$ cat config.mk
export PLATFORM = sky130hd
export DESIGN_NAME = contention_window_pi_controller
export DESIGN_NICKNAME = d
export VERILOG_FILES = /design/src/rtl/core/cwpi_pkg.sv /design/src/rtl/core/contention_window_pi_controller.sv /design/src/rtl/core/cwpi_div.sv /design/src/rtl/core/cwpi_mul.sv
export VERILOG_INCLUDE_DIRS = /design/src /design/src/rtl/core
export SDC_FILE = /design/constraint.sdc
export NUM_CORES = 2
export LEC_CHECK = 0
export ABC_CLOCK_PERIOD_IN_PS = 7700
export BUFFER_PORTS_ARGS = -buffer_cell sky130_fd_sc_hd__buf_2
export CAP_MARGIN = 10
export CORE_ASPECT_RATIO = 1.75
export CORE_MARGIN = 2
export CORE_UTILIZATION = 40
export DETAILED_ROUTE_END_ITERATION = 16
export HOLD_SLACK_MARGIN = 0.12
export PLACE_DENSITY_LB_ADDON = 0.12
export SLEW_MARGIN = 20
export SYNTH_ARGS = -nofsm -noshare
export SYNTH_HDL_FRONTEND = slang
export SYNTH_SLANG_ARGS = --single-unit
$ cat constraint.sdc
create_clock -name i_clk -period 7.7 [get_ports i_clk]
set_input_delay 1.54 -clock i_clk [delete_from_list [all_inputs] [get_ports i_clk]]
set_output_delay 1.54 -clock i_clk [all_outputs]
set_load 0.01 [all_outputs]
$ cat src/rtl/core/contention_window_pi_controller_assert.svh
// assertion macros for the contention window pi controller
`ifndef CONTENTION_WINDOW_PI_CONTROLLER_ASSERT_SVH
`define CONTENTION_WINDOW_PI_CONTROLLER_ASSERT_SVH

`ifndef ASSERT_OFF
// same-cycle implication
`define CWPI_ASSERT_IMP(label, clk, rst_n, ante, cons) \
    label: assert property (@(posedge clk) disable iff (!(rst_n)) (ante) |-> (cons)) \
        else $error("cwpi assertion failed");
// next-cycle implication
`define CWPI_ASSERT_NEXT(label, clk, rst_n, ante, cons) \
    label: assert property (@(posedge clk) disable iff (!(rst_n)) (ante) |=> (cons)) \
        else $error("cwpi assertion failed");
`else
`define CWPI_ASSERT_IMP(label, clk, rst_n, ante, cons)
`define CWPI_ASSERT_NEXT(label, clk, rst_n, ante, cons)
`endif

`endif

$ cat src/rtl/core/cwpi_pkg.sv
package cwpi_pkg;

    localparam int COUNT_BITS  = 24;
    localparam int FRAC_BITS   = 16;
    localparam int GAIN_BITS   = 16;
    localparam int DEV_BITS    = 8;
    localparam int NIBBLE_BITS = 4;
    localparam int CODE_BITS   = 2 * NIBBLE_BITS;
    localparam int SETP_BITS   = FRAC_BITS + 1;
    localparam int TOTAL_BITS  = COUNT_BITS + 2;
    localparam int QUO_BITS    = FRAC_BITS + 1;
    localparam int DIV_STEPS   = QUO_BITS;
    localparam int DIV_CNT_BITS = $clog2(DIV_STEPS + 1);
    localparam int ERR_BITS    = SETP_BITS + 1;
    localparam int INTEG_BITS  = 32;

    // integer part of the scaled control word starts here
    localparam int WHOLE_SHIFT = FRAC_BITS + GAIN_BITS;
    // control values at or above 16 << WHOLE_SHIFT give the full code for any nonzero device count
    localparam int CAP_BITS    = WHOLE_SHIFT + NIBBLE_BITS + 1;
    localparam int MUL_A_BITS  = CAP_BITS + 1;
    localparam int MUL_B_BITS  = GAIN_BITS + 1;
    localparam int PROD_BITS   = MUL_A_BITS + MUL_B_BITS;
    localparam int WHOLE_BITS  = PROD_BITS - WHOLE_SHIFT;

    localparam logic [CAP_BITS-1:0] CAP_LIMIT = {1'b1, {(CAP_BITS-1){1'b0}}};
    localparam logic [NIBBLE_BITS-1:0] NIBBLE_MAX = '1;
    localparam logic [CODE_BITS-1:0]   CODE_FULL  = '1;
    localparam logic [CODE_BITS-1:0]   CODE_NONE  = '0;

    // configuration port
    localparam int CFG_INDEX_BITS = 3;
    localparam int CFG_DATA_BITS  = SETP_BITS;

    localparam logic [CFG_INDEX_BITS-1:0] CFG_DEVICES_ONE = 3'd0;
    localparam logic [CFG_INDEX_BITS-1:0] CFG_DEVICES_TWO = 3'd1;
    localparam logic [CFG_INDEX_BITS-1:0] CFG_SETPOINT    = 3'd2;
    localparam logic [CFG_INDEX_BITS-1:0] CFG_PROP_GAIN   = 3'd3;
    localparam logic [CFG_INDEX_BITS-1:0] CFG_INTEG_GAIN  = 3'd4;

    localparam logic [DEV_BITS-1:0]  RST_DEVICES    = 8'd1;
    localparam logic [SETP_BITS-1:0] RST_SETPOINT   = 17'd60293;
    localparam logic [GAIN_BITS-1:0] RST_PROP_GAIN  = 16'd15552;
    localparam logic [GAIN_BITS-1:0] RST_INTEG_GAIN = 16'd26444;

    // integer part of a non-negative scaled product coded as a window byte
    function automatic logic [CODE_BITS-1:0] window_code(input logic [PROD_BITS-1:0] prod);
        logic [WHOLE_BITS-1:0] whole;
        whole = prod[PROD_BITS-1:WHOLE_SHIFT];
        if (whole > WHOLE_BITS'(NIBBLE_MAX)) begin
            return CODE_FULL;
        end
        return {whole[NIBBLE_BITS-1:0], whole[NIBBLE_BITS-1:0]};
    endfunction

endpackage

$ cat src/rtl/core/contention_window_pi_controller.sv
// contention window pi controller
// one request on the s_axis channel carries a control period's counts of idle slots
// and of frames from two sharing groups; one result leaves on m_axis for each request.
// the idle fraction idle / total (16 fraction bits) is found by a serial divider,
// subtracted from the setpoint, and the error feeds one saturating 32-bit integrator.
// one shared multiplier forms kp * error + ki * integral and then scales that control
// word by each group's device count; the integer part becomes a window byte
// (0x00 below zero, 0xff above 15, else the nibble repeated).
// the divider holds the sequencer in S_DIV while it works out the 17 quotient bits and
// raises done, then eight steps follow, four of them through the shared multiplier.
// a new request is taken only once the last result has left S_OUT; s_axis_tready is
// high only while idle.
// a finished result waits in the output register while m_axis_tready is low; the
// next request is taken meanwhile and its result is held back until the register frees.
// configuration writes on the cfg channel are always ready and must only come while idle.
// reset (synchronous, active low) loads the default registers and clears the integrator.
module contention_window_pi_controller (
    input  logic                                    i_clk,
    input  logic                                    i_rst_n,
    // idle_slot_count [23:0], group_one_frames [47:24], group_two_frames [71:48]
    input  logic                                    s_axis_tvalid,
    output logic                                    s_axis_tready,
    input  logic [3*cwpi_pkg::COUNT_BITS-1:0]       s_axis_tdata,
    // window_code_one [7:0], window_code_two [15:8]
    output logic                                    m_axis_tvalid,
    input  logic                                    m_axis_tready,
    output logic [2*cwpi_pkg::CODE_BITS-1:0]        m_axis_tdata,
    // zero_total [0]
    output logic                                    m_axis_tuser,
    // configuration writes
    input  logic                                    i_cfg_valid,
    output logic                                    o_cfg_ready,
    input  logic [cwpi_pkg::CFG_INDEX_BITS-1:0]     i_cfg_index,
    input  logic [cwpi_pkg::CFG_DATA_BITS-1:0]      i_cfg_data
);

    typedef enum logic [9:0] {
        S_IDLE  = 10'b00_0000_0001,
        S_DIV   = 10'b00_0000_0010,
        S_INTEG = 10'b00_0000_0100,
        S_MUL_I = 10'b00_0000_1000,
        S_MUL_P = 10'b00_0001_0000,
        S_ADD   = 10'b00_0010_0000,
        S_CAP   = 10'b00_0100_0000,
        S_MUL_1 = 10'b00_1000_0000,
        S_MUL_2 = 10'b01_0000_0000,
        S_OUT   = 10'b10_0000_0000
    } t_state;

    // control registers
    t_state                                  r_state;
    t_state                                  n_state;
    logic                                    r_out_valid;
    logic signed [cwpi_pkg::INTEG_BITS-1:0]  r_integ;

    // configuration
    logic [cwpi_pkg::DEV_BITS-1:0]           r_dev_one;
    logic [cwpi_pkg::DEV_BITS-1:0]           r_dev_two;
    logic [cwpi_pkg::SETP_BITS-1:0]          r_setp;
    logic [cwpi_pkg::GAIN_BITS-1:0]          r_kp;
    logic [cwpi_pkg::GAIN_BITS-1:0]          r_ki;

    // datapath
    logic                                    r_zero;
    logic signed [cwpi_pkg::ERR_BITS-1:0]    r_err;
    logic signed [cwpi_pkg::PROD_BITS-1:0]   r_acc;
    logic [cwpi_pkg::CAP_BITS-1:0]           r_cap;
    logic [cwpi_pkg::CODE_BITS-1:0]          r_code_one;
    logic [2*cwpi_pkg::CODE_BITS-1:0]        r_out_data;
    logic                                    r_out_zero;

    logic [cwpi_pkg::COUNT_BITS-1:0]         w_idle;
    logic [cwpi_pkg::COUNT_BITS-1:0]         w_frames_one;
    logic [cwpi_pkg::COUNT_BITS-1:0]         w_frames_two;
    logic [cwpi_pkg::TOTAL_BITS-1:0]         w_total;
    logic                                    w_accept;
    logic                                    w_out_free;
    logic                                    w_div_done;
    logic [cwpi_pkg::QUO_BITS-1:0]           w_quotient;
    logic [cwpi_pkg::QUO_BITS-1:0]           w_fraction;
    logic signed [cwpi_pkg::ERR_BITS-1:0]    w_err;
    logic signed [cwpi_pkg::INTEG_BITS:0]    w_integ_sum;
    logic signed [cwpi_pkg::INTEG_BITS-1:0]  w_integ_sat;
    logic [cwpi_pkg::CAP_BITS-1:0]           w_cap;
    logic                                    w_mul_en;
    logic signed [cwpi_pkg::MUL_A_BITS-1:0]  w_mul_a;
    logic signed [cwpi_pkg::MUL_B_BITS-1:0]  w_mul_b;
    logic signed [cwpi_pkg::PROD_BITS-1:0]   w_prod;

    // input fields, lowest first
    assign w_idle       = s_axis_tdata[cwpi_pkg::COUNT_BITS-1:0];
    assign w_frames_one = s_axis_tdata[2*cwpi_pkg::COUNT_BITS-1:cwpi_pkg::COUNT_BITS];
    assign w_frames_two = s_axis_tdata[3*cwpi_pkg::COUNT_BITS-1:2*cwpi_pkg::COUNT_BITS];
    assign w_total      = cwpi_pkg::TOTAL_BITS'(w_idle) + cwpi_pkg::TOTAL_BITS'(w_frames_one)
                        + cwpi_pkg::TOTAL_BITS'(w_frames_two);

    assign s_axis_tready = (r_state == S_IDLE);
    assign w_accept      = s_axis_tvalid && s_axis_tready;
    assign w_out_free    = !r_out_valid || m_axis_tready;

    cwpi_div u_div (
        .i_clk      (i_clk),
        .i_rst_n    (i_rst_n),
        .i_start    (w_accept),
        .i_dividend (w_idle),
        .i_divisor  (w_total),
        .o_done     (w_div_done),
        .o_quotient (w_quotient)
    );

    // error and saturating integrator update
    assign w_fraction  = r_zero ? '0 : w_quotient;
    assign w_err       = $signed({1'b0, r_setp}) - $signed({1'b0, w_fraction});
    assign w_integ_sum = $signed({r_integ[cwpi_pkg::INTEG_BITS-1], r_integ})
                       + $signed({{(cwpi_pkg::INTEG_BITS + 1 - cwpi_pkg::ERR_BITS)
                                    {w_err[cwpi_pkg::ERR_BITS-1]}}, w_err});

    always_comb begin
        w_integ_sat = w_integ_sum[cwpi_pkg::INTEG_BITS-1:0];
        if (w_integ_sum[cwpi_pkg::INTEG_BITS] != w_integ_sum[cwpi_pkg::INTEG_BITS-1]) begin
            // overflow: clamp to the end the true sum lies beyond
            w_integ_sat = w_integ_sum[cwpi_pkg::INTEG_BITS]
                        ? {1'b1, {(cwpi_pkg::INTEG_BITS-1){1'b0}}}
                        : {1'b0, {(cwpi_pkg::INTEG_BITS-1){1'b1}}};
        end
    end

    // negative control gives code 0 for any device count; large control saturates
    always_comb begin
        if (r_acc[cwpi_pkg::PROD_BITS-1]) begin
            w_cap = '0;
        end else if (|r_acc[cwpi_pkg::PROD_BITS-2:cwpi_pkg::CAP_BITS-1]) begin
            w_cap = cwpi_pkg::CAP_LIMIT;
        end else begin
            w_cap = r_acc[cwpi_pkg::CAP_BITS-1:0];
        end
    end

    // operand selection for the shared multiplier
    always_comb begin
        w_mul_en = 1'b0;
        w_mul_a  = '0;
        w_mul_b  = '0;
        case (r_state)
            S_MUL_I: begin
                w_mul_en = 1'b1;
                w_mul_a  = $signed({{(cwpi_pkg::MUL_A_BITS - cwpi_pkg::INTEG_BITS)
                                     {r_integ[cwpi_pkg::INTEG_BITS-1]}}, r_integ});
                w_mul_b  = $signed({1'b0, r_ki});
            end
            S_MUL_P: begin
                w_mul_en = 1'b1;
                w_mul_a  = $signed({{(cwpi_pkg::MUL_A_BITS - cwpi_pkg::ERR_BITS)
                                     {r_err[cwpi_pkg::ERR_BITS-1]}}, r_err});
                w_mul_b  = $signed({1'b0, r_kp});
            end
            S_MUL_1: begin
                w_mul_en = 1'b1;
                w_mul_a  = $signed({1'b0, r_cap});
                w_mul_b  = $signed({{(cwpi_pkg::MUL_B_BITS - cwpi_pkg::DEV_BITS){1'b0}},
                                    r_dev_one});
            end
            S_MUL_2: begin
                w_mul_en = 1'b1;
                w_mul_a  = $signed({1'b0, r_cap});
                w_mul_b  = $signed({{(cwpi_pkg::MUL_B_BITS - cwpi_pkg::DEV_BITS){1'b0}},
                                    r_dev_two});
            end
            default: begin
                w_mul_en = 1'b0;
            end
        endcase
    end

    cwpi_mul u_mul (
        .i_clk  (i_clk),
        .i_en   (w_mul_en),
        .i_a    (w_mul_a),
        .i_b    (w_mul_b),
        .o_prod (w_prod)
    );

    // sequencer
    always_comb begin
        n_state = r_state;
        case (r_state)
            S_IDLE:  if (w_accept) n_state = S_DIV;
            S_DIV:   if (w_div_done) n_state = S_INTEG;
            S_INTEG: n_state = S_MUL_I;
            S_MUL_I: n_state = S_MUL_P;
            S_MUL_P: n_state = S_ADD;
            S_ADD:   n_state = S_CAP;
            S_CAP:   n_state = S_MUL_1;
            S_MUL_1: n_state = S_MUL_2;
            S_MUL_2: n_state = S_OUT;
            S_OUT:   if (w_out_free) n_state = S_IDLE;
            default: n_state = S_IDLE;
        endcase
    end

    always_ff @(posedge i_clk) begin
        if (!i_rst_n) begin
            r_state     <= S_IDLE;
            r_out_valid <= 1'b0;
            r_integ     <= '0;
            r_dev_one   <= cwpi_pkg::RST_DEVICES;
            r_dev_two   <= cwpi_pkg::RST_DEVICES;
            r_setp      <= cwpi_pkg::RST_SETPOINT;
            r_kp        <= cwpi_pkg::RST_PROP_GAIN;
            r_ki        <= cwpi_pkg::RST_INTEG_GAIN;
        end else begin
            r_state <= n_state;
            if (r_state == S_INTEG) begin
                r_integ <= w_integ_sat;
            end
            if (r_state == S_OUT && w_out_free) begin
                r_out_valid <= 1'b1;
            end else if (m_axis_tready) begin
                r_out_valid <= 1'b0;
            end
            if (i_cfg_valid) begin
                case (i_cfg_index)
                    cwpi_pkg::CFG_DEVICES_ONE: r_dev_one <= i_cfg_data[cwpi_pkg::DEV_BITS-1:0];
                    cwpi_pkg::CFG_DEVICES_TWO: r_dev_two <= i_cfg_data[cwpi_pkg::DEV_BITS-1:0];
                    cwpi_pkg::CFG_SETPOINT:    r_setp    <= i_cfg_data;
                    cwpi_pkg::CFG_PROP_GAIN:   r_kp      <= i_cfg_data[cwpi_pkg::GAIN_BITS-1:0];
                    cwpi_pkg::CFG_INTEG_GAIN:  r_ki      <= i_cfg_data[cwpi_pkg::GAIN_BITS-1:0];
                    default: begin
                        // unmapped index, write dropped
                    end
                endcase
            end
        end
    end

    // payload registers
    always_ff @(posedge i_clk) begin
        if (w_accept) begin
            r_zero <= (w_total == '0);
        end
        if (r_state == S_INTEG) begin
            r_err <= w_err;
        end
        if (r_state == S_MUL_P) begin
            r_acc <= w_prod;
        end
        if (r_state == S_ADD) begin
            r_acc <= r_acc + w_prod;
        end
        if (r_state == S_CAP) begin
            r_cap <= w_cap;
        end
        if (r_state == S_MUL_2) begin
            r_code_one <= cwpi_pkg::window_code(w_prod);
        end
        if (r_state == S_OUT && w_out_free) begin
            r_out_data <= {cwpi_pkg::window_code(w_prod), r_code_one};
            r_out_zero <= r_zero;
        end
    end

    assign m_axis_tvalid = r_out_valid;
    assign m_axis_tdata  = r_out_data;
    assign m_axis_tuser  = r_out_zero;
    assign o_cfg_ready   = 1'b1;

`include "contention_window_pi_controller_assert.svh"

    // a request always starts the divider pass
    `CWPI_ASSERT_NEXT(a_accept_to_div, i_clk, i_rst_n, w_accept, r_state == S_DIV)
    // the divider only finishes while the sequencer waits for it
    `CWPI_ASSERT_IMP(a_div_done_in_div, i_clk, i_rst_n, w_div_done, r_state == S_DIV)
    // a finished result reaches the output register once it is free
    `CWPI_ASSERT_NEXT(a_out_loaded, i_clk, i_rst_n, (r_state == S_OUT) && w_out_free,
        m_axis_tvalid)

endmodule

$ cat src/rtl/core/cwpi_div.sv
module cwpi_div (
    input  logic                            i_clk,
    input  logic                            i_rst_n,
    input  logic                            i_start,
    input  logic [cwpi_pkg::COUNT_BITS-1:0] i_dividend,
    input  logic [cwpi_pkg::TOTAL_BITS-1:0] i_divisor,
    output logic                            o_done,
    output logic [cwpi_pkg::QUO_BITS-1:0]   o_quotient
);

    // restoring divider of (dividend << FRAC_BITS) / divisor, one quotient bit a cycle;
    // the quotient never exceeds 1.0 so only the low QUO_BITS bits are worked out
    logic                                r_busy;
    logic                                r_done;
    logic [cwpi_pkg::DIV_CNT_BITS-1:0]   r_cnt;
    logic [cwpi_pkg::TOTAL_BITS-1:0]     r_rem;
    logic [cwpi_pkg::TOTAL_BITS-1:0]     r_div;
    logic [cwpi_pkg::QUO_BITS-1:0]       r_quo;
    logic                                r_bit;

    logic [cwpi_pkg::TOTAL_BITS:0]       n_trial;
    logic                                n_ge;

    assign n_trial = {r_rem, r_bit};
    assign n_ge    = n_trial >= {1'b0, r_div};

    always_ff @(posedge i_clk) begin
        if (!i_rst_n) begin
            r_busy <= 1'b0;
            r_done <= 1'b0;
            r_cnt  <= '0;
        end else begin
            r_done <= 1'b0;
            if (i_start) begin
                r_busy <= 1'b1;
                r_cnt  <= '0;
            end else if (r_busy) begin
                r_cnt <= r_cnt + 1'b1;
                if (r_cnt == cwpi_pkg::DIV_CNT_BITS'(cwpi_pkg::DIV_STEPS - 1)) begin
                    r_busy <= 1'b0;
                    r_done <= 1'b1;
                end
            end
        end
    end

    always_ff @(posedge i_clk) begin
        if (i_start) begin
            // top dividend bits sit below the divisor already
            r_rem <= cwpi_pkg::TOTAL_BITS'(i_dividend >> 1);
            r_bit <= i_dividend[0];
            r_div <= i_divisor;
            r_quo <= '0;
        end else if (r_busy) begin
            r_bit <= 1'b0;
            r_quo <= {r_quo[cwpi_pkg::QUO_BITS-2:0], n_ge};
            if (n_ge) begin
                r_rem <= cwpi_pkg::TOTAL_BITS'(n_trial - {1'b0, r_div});
            end else begin
                r_rem <= n_trial[cwpi_pkg::TOTAL_BITS-1:0];
            end
        end
    end

    assign o_done     = r_done;
    assign o_quotient = r_quo;

endmodule

$ cat src/rtl/core/cwpi_mul.sv
module cwpi_mul (
    input  logic                                   i_clk,
    input  logic                                   i_en,
    input  logic signed [cwpi_pkg::MUL_A_BITS-1:0] i_a,
    input  logic signed [cwpi_pkg::MUL_B_BITS-1:0] i_b,
    output logic signed [cwpi_pkg::PROD_BITS-1:0]  o_prod
);

    // shared signed multiplier, product registered and held until the next use
    logic signed [cwpi_pkg::PROD_BITS-1:0] r_prod;

    always_ff @(posedge i_clk) begin
        if (i_en) begin
            r_prod <= i_a * i_b;
        end
    end

    assign o_prod = r_prod;

endmodule

* Yosys cells after proc, flatten, opt, wreduce, memory -nomap -nowiden
Index checks and enable logic that the tools add are counted.
** Word-level totals
- Flip-flop bits (word level) :: 376
- Input port bits :: 97
- Output and inout bits :: 20
- Logic and storage cells :: 107
** Cells by class
- $add $sub $neg :: 7
- Multiply operators :: 1
- Order comparisons :: 2
- Equal/unequal tests :: 19
- Muxes and demuxes :: 30
- Bitwise operators :: 2
- Reduce and logical (&&, ||, !) cells :: 21
** Operators by type and width (count)
- case mux 38 bit (3 select lines) :: 1
- two-way mux 55 bit :: 2
- case mux 10 bit (10 select lines) :: 1
- two-way mux 32 bit :: 2
- case mux 16 bit (4 select lines) :: 1
- adder 55 bit :: 1
- multiplier 38 x 17 -> 55 bit :: 1
- two-way mux 23 bit :: 2
- two-way mux 37 bit :: 1
- adder 32 x 18 -> 33 bit :: 1
- two-way mux 10 bit :: 3
- >= comparator 27 x 26 -> 1 bit :: 1
- adder 25 x 24 -> 26 bit :: 1
- logical NOT 26 bit :: 1
- two-way mux 26 bit :: 1
- subtractor 26 bit :: 1
- adder 24 x 24 -> 25 bit :: 1
- two-way mux 8 bit :: 3
- > comparator 23 x 4 -> 1 bit (second input constant) :: 1
- OR reduction 19 bit :: 1
- OR reduction 18 bit :: 1
- subtractor 17 x 17 -> 18 bit :: 1
- two-way mux 17 bit :: 1
- two-way mux 1 bit :: 12
- 29 further kinds :: 40

* Depth between registers and ports, before layout
- Depth in word-level cells :: 5
- Gate-level depth with buffers :: 34
- Mapped depth without buffers :: 31

* Modules after synthesis
A second synthesis with hierarchy kept.
** Unflattened totals
- Cells, all modules :: 5023
- Area total of the unflattened synthesis :: 45561.2 um2
** By module, submodules not included
- cwpi_mul :: times used 1, cells each 2592, area an instance 23869.1 um2, sequential area each 1651.6 um2
- contention_window_pi_controller :: times used 1, cells each 1981, area an instance 17165.2 um2, sequential area each 5885.6 um2
- cwpi_div :: times used 1, cells each 450, area an instance 4526.8 um2, sequential area each 2042.0 um2

* Least setup slack after synthesis
Ideal clock, no wire load.
- Kind :: register to register
- Start :: register r_state[8]
- End :: register u_mul.r_prod (netlist bit u_mul.o_prod[53]), data pin
- Setup time :: 0.264 ns
- Arrival :: 8.109 ns
- Data required time :: 7.436 ns
- Slack :: -0.672 ns
- Cell stages (with the launch flop) :: 33
- Path buffers :: 5
- Period minus slack after synthesis :: 8.372 ns
- Cells stage by stage :: dfxtp_1 > nor2_1 > and4_1 > and3b_1 > clkbuf_1 > or2_2 > clkbuf_1 > clkbuf_1 > buf_1 > nand2_1 > nand2_1 > clkbuf_1 > nand2_1 > fa_1 > fa_1 > fa_1 > inv_1 > fa_1 > fa_1 > inv_1 > fa_1 > inv_1 > ha_1 > a21o_1 > a21o_1 > a211oi_1 > a211oi_1 > a221oi_1 > o31a_1 > o21ai_0 > a221o_1 > a221oi_1 > xnor2_1
** Between the ends
- Word-level cells in the longest chain between the ends :: 4
- Elaborated cells on any way between the ends :: 8
- Classes of those cells :: 1 x mul; 4 x eq/ne; 2 x mux; 1 x reduce/logical
** Ends and longest elaborated chain
- start: declaration :: RTL line contention_window_pi_controller.sv:51 : t_state r_state;
- start signal: assignment :: RTL line contention_window_pi_controller.sv:212 : r_state <= n_state;
- == test 10 x 9 -> 1 bit / == test 10 x 8 -> 1 bit (equally long branches) :: RTL line contention_window_pi_controller.sv:144 : case (r_state)
- OR reduction 2 bit (no source line)
- case mux 38 bit (3 select lines) :: RTL line contention_window_pi_controller.sv:144
- multiplier 38 x 17 -> 55 bit (*) :: RTL line cwpi_mul.sv:14 : r_prod <= i_a * i_b;
- end signal: assignment :: RTL line cwpi_mul.sv:14
- end: declaration :: RTL line cwpi_mul.sv:10 : logic signed [cwpi_pkg::PROD_BITS-1:0] r_prod;
Mark *: on every way between the ends. The rest lies on a longest branch, timed or not.
A chain may end at the register's enable or synchronous reset.

* Worst setup path in the final report
- Start :: register r_state[9]
- End :: register u_mul.r_prod (netlist bit u_mul.o_prod[48]), data pin
The elaborated chain is that of the path after synthesis.

==> flow_summary.json <==
{
  "reg2reg_depth": 34,
  "design.die.area_um2": 112000,
  "end_kind": "register",
  "syn_inst": 4927,
  "htree_levels": 2,
  "remaining_drc_errors": 0,
  "startpoint": "r_state[9]$_SDFFE_PN0P_",
  "regToRegSetupSlack_ns": -0.25,
  "overflow": 0,
  "arrival_ns": 8.25,
  "wl_per_cell_um": 20.9,
  "clock-skew-final_ns": 0.0270,
  "io_pins": 117,
  "antenna_left": 0,
  "cts_hold_buf": 0,
  "hold_depth": 0,
  "cpMaxStageDelayCell": "fa_1",
  "wirelength_um": 144000,
  "drt-pass1-iter-count": 5,
  "rsz0062_at_grt": "yes",
  "r2r-start": "r_state[9]$_SDFFE_PN0P_",
  "critPathMaxFanout": 7,
  "final_util_pct": 49.1,
  "internal_power_w": 0.00415,
  "async_flop_share_pct": 0,
  "layout_commonest_cell": "inv_1",
  "clock-sinks": 364,
  "peakVddDrop_mv": 0.148,
  "die_h_um": 440,
  "slowest_delay_ns": 0.55,
  "crit_top_cell": "fa_1",
  "p_leak_nw": 24.2,
  "tightest_slew_ns": 0.995,
  "place_ws_ns": -0.771,
  "finalSetupViolCount": 13,
  "grt.total_usage_pct": 26.3,
  "timing.final.ws_setup_ns": -0.254,
  "p_clk_share_pct": 31.5,
  "hold_path_end": "m_axis_tdata[5]$_DFFE_PP_",
  "min_from": "r_code_one[5]$_DFFE_PN_",
  "grt_pass1_vias": 38966,
  "finalMaxSlewViolations": 0,
  "maxCapViolations": 0,
  "drt_iter0_drc": 1953,
  "power.switching_w": 0.00215,
  "place_area_um2": 49500,
  "critPathLaunchType": "register",
  "routabilityCongestion": 0.945,
  "initial_core_util_pct": 40.2,
  "layout_common_cells": "inv_1, nand2_1, fa_1",
  "fin_crit_ns": 7.95,
  "violations": "negative setup slack",
  "synth-seq-cells": 364,
  "dp_hpwl_um": 117000,
  "p_per_area_nw_per_um2": 119,
  "design_area_um2": 53100,
  "grt_pass1_wl_um": 223000,
  "routed-via-count": 36188,
  "yosysSeqAreaShare_pct": 22.0,
  "port_buffers": 115,
  "worstSetupPathType": "register to register",
  "grt_max_degree": 76,
  "clk_pin_slew_ns": 0.06,
  "reg2reg_to": "u_mul.o_prod[48]$_DFFE_PP_",
  "p_sw_share_pct": 34.1,
  "routed_via_density": 5.27,
  "post-route-period-util_pct": 103,
  "synth-edff-count": 229,
  "clkLatencyLatePin_ns": 0.57,
  "outcome": "complete, but fails checks",
  "hold_path_class": "register to register",
  "ys_top_cells_by_area": "fa_1, edfxtp_1, ha_1, inv_1, nand2_1",
  "cts-buffers-inserted": 36,
  "cts_tree": "yes",
  "setup_tns_ns": -1.79,
  "max_slew_margin_pct": 33.1,
  "synth_top_area_share_pct": 27.7,
  "crit_required_ns": 8.00,
  "max-clock-path-buffers": 3,
  "rows": 160,
  "synthFlopType": "edfxtp_1",
  "max_freq_mhz": 126,
  "antenna_found_initial": 1,
  "power_frac_seq_pct": 37.3,
  "synthDistinctLibCells": 79,
  "comb_power_share_pct": 31.2,
  "num_antenna_cells": 0,
  "nets": 6368,
  "hold_violations": 0,
  "synth_fp_nets": 5909,
  "drive_gt1_share_pct": 19.2,
  "core_um2": 108000,
  "ys_warn_count": 0,
  "yosysTopAreaCell": "fa_1",
  "netlist_area_um2": 43500,
  "area_delta_synth_final_pct": 22.1,
  "dieWidth_um": 253,
  "clockRootBuffer": "clkbuf_16",
  "synth.avg_cell_area_um2": 8.84
}
## layout make-up
| cell class | count | area, µm² |
|---|---|---|
| Fill cell | 10397 | 55200 |
| Multi-Input combinational cell | 3573 | 31700 |
| Sequential cell | 364 | 9590 |
| Timing Repair Buffer | 643 | 5880 |
| Inverter | 768 | 2880 |
| Tap cell | 1458 | 1820 |
| Clock buffer | 46 | 1000 |
| Clock inverter | 20 | 278 |
## power groups by stage
stage | clock network, W | logic, W | registers [W]
after floorplan | 0 | 0.00141 | 0.00236
after global placement | 0 | 0.00194 | 0.00239
after detailed placement | 0 | 0.00195 | 0.00239
after CTS | 0.00203 | 0.00197 | 0.00235
after global routing | 0.00209 | 0.00218 | 0.00237
final | 0.00199 | 0.00196 | 0.00235
## what timing repair did
| action | in CTS | in global routing |
|---|---|---|
| endpoints found under the setup margin | 25 | 27 |
| setup buffers | 65 | 29 |
| gates cloned | 11 | 1 |
| pin swaps | 141 | 140 |
| resized for setup | 226 | 157 |
| hold endpoints to repair | 0 | 0 |
## registers in the layout (all words and copies together), names as in the netlist, 10 cells and up
register and count:
r_state 10, r_err 18, u_div.r_div 26, r_cap 37, r_setp 17, r_ki 16
r_acc 55, u_div.o_quotient 17, r_kp 16, u_div.r_rem 26, r_integ 32, u_mul.o_prod 55
## metal layers
| metal | track usage [%] | part of all wire, % | up-vias |
|---|---|---|---|
| met5 | 0 | 0 | - |
| met4 | 15.2 | 6.9 | 0 |
| met3 | 1.66 | 2.7 | 368 |
| met2 | 50.0 | 53 | 806 |
| met1 | 28.5 | 37 | 18036 |
| li1 | - | - | 16978 |
## Yosys cell counts (9+ instances only)
cell       count
o21bai_1      21
a21oi_1      263
o41ai_1        9
inv_1        766
a21o_1        91
nor2_1       411
mux2i_1       23
nand2b_1      48
nand4_1       27
a22oi_1       35
a31o_2         9
a221o_1       17
a211oi_1      22
o2111ai_1     10
a21boi_0      45
a22o_1         9
o21a_1        35
o31ai_1       10
and3_1        28
nor2b_1       31
buf_1         12
a31oi_1       28
clkbuf_1     200
edfxtp_1     229
ha_1         283
o211ai_1      17
buf_4         10
xnor2_1      121
nor3_1        35
nor4_1        16
o21ai_0      231
or2_2         11
xor2_1        61
fa_1         602
dfxtp_1      135
nand2_1      738
a221oi_1      23
and2_1        71
nand3_1       72
## worst max-delay path, delay by kind of cell (launching register included)
kind / cells / cell delay, ns
adders and majority gates: 7 / 3.36
buffers and inverters: 12 / 1.48
and+or+nand+nor: 9 / 1.37
AOI/OAI and AO/OA: 5 / 1.05
DFF: 1 / 0.33
xor gates and xnor gates: 1 / 0.09
## worst max path at each step
stage / slack [ns] / endpoint / cells past startpoint
5_1_grt: -0.54 / u_mul.o_prod[48]$_DFFE_PP_ / 33
3_5_place_dp: -0.77 / u_mul.o_prod[54]$_DFFE_PP_ / 29
4_1_cts: -0.26 / u_mul.o_prod[48]$_DFFE_PP_ / 35
3_3_place_gp: -0.65 / u_mul.o_prod[54]$_DFFE_PP_ / 30
2_1_floorplan: -0.008 / u_mul.o_prod[53]$_DFFE_PP_ / 31
6_report: -0.25 / u_mul.o_prod[48]$_DFFE_PP_ / 34
## through the flow
step	power (W)	std cells	hold slack [ns]
after detailed placement	0.00434	6713	0.406
after global placement	0.00433	6713	0.403
final	0.00630	6872	0.430
after global routing	0.00664	6872	0.432
after floorplan	0.00378	4927	0.400
after CTS	0.00635	6853	0.433
## logic make-up after synthesis
logic type,after synthesis,synth area share [%]
AO/OA/AOI/OAI,941,13.8
other,1,0.00861
AND/OR/NAND/NOR,1536,15.4
adder cells (fa/ha/maj),888,35.9
XOR/XNOR,182,3.66
multiplexers,24,0.555
flip-flops,364,22.0
buffers and inverters,991,8.70
No activity file was read; power rests on OpenSTA's default activity.
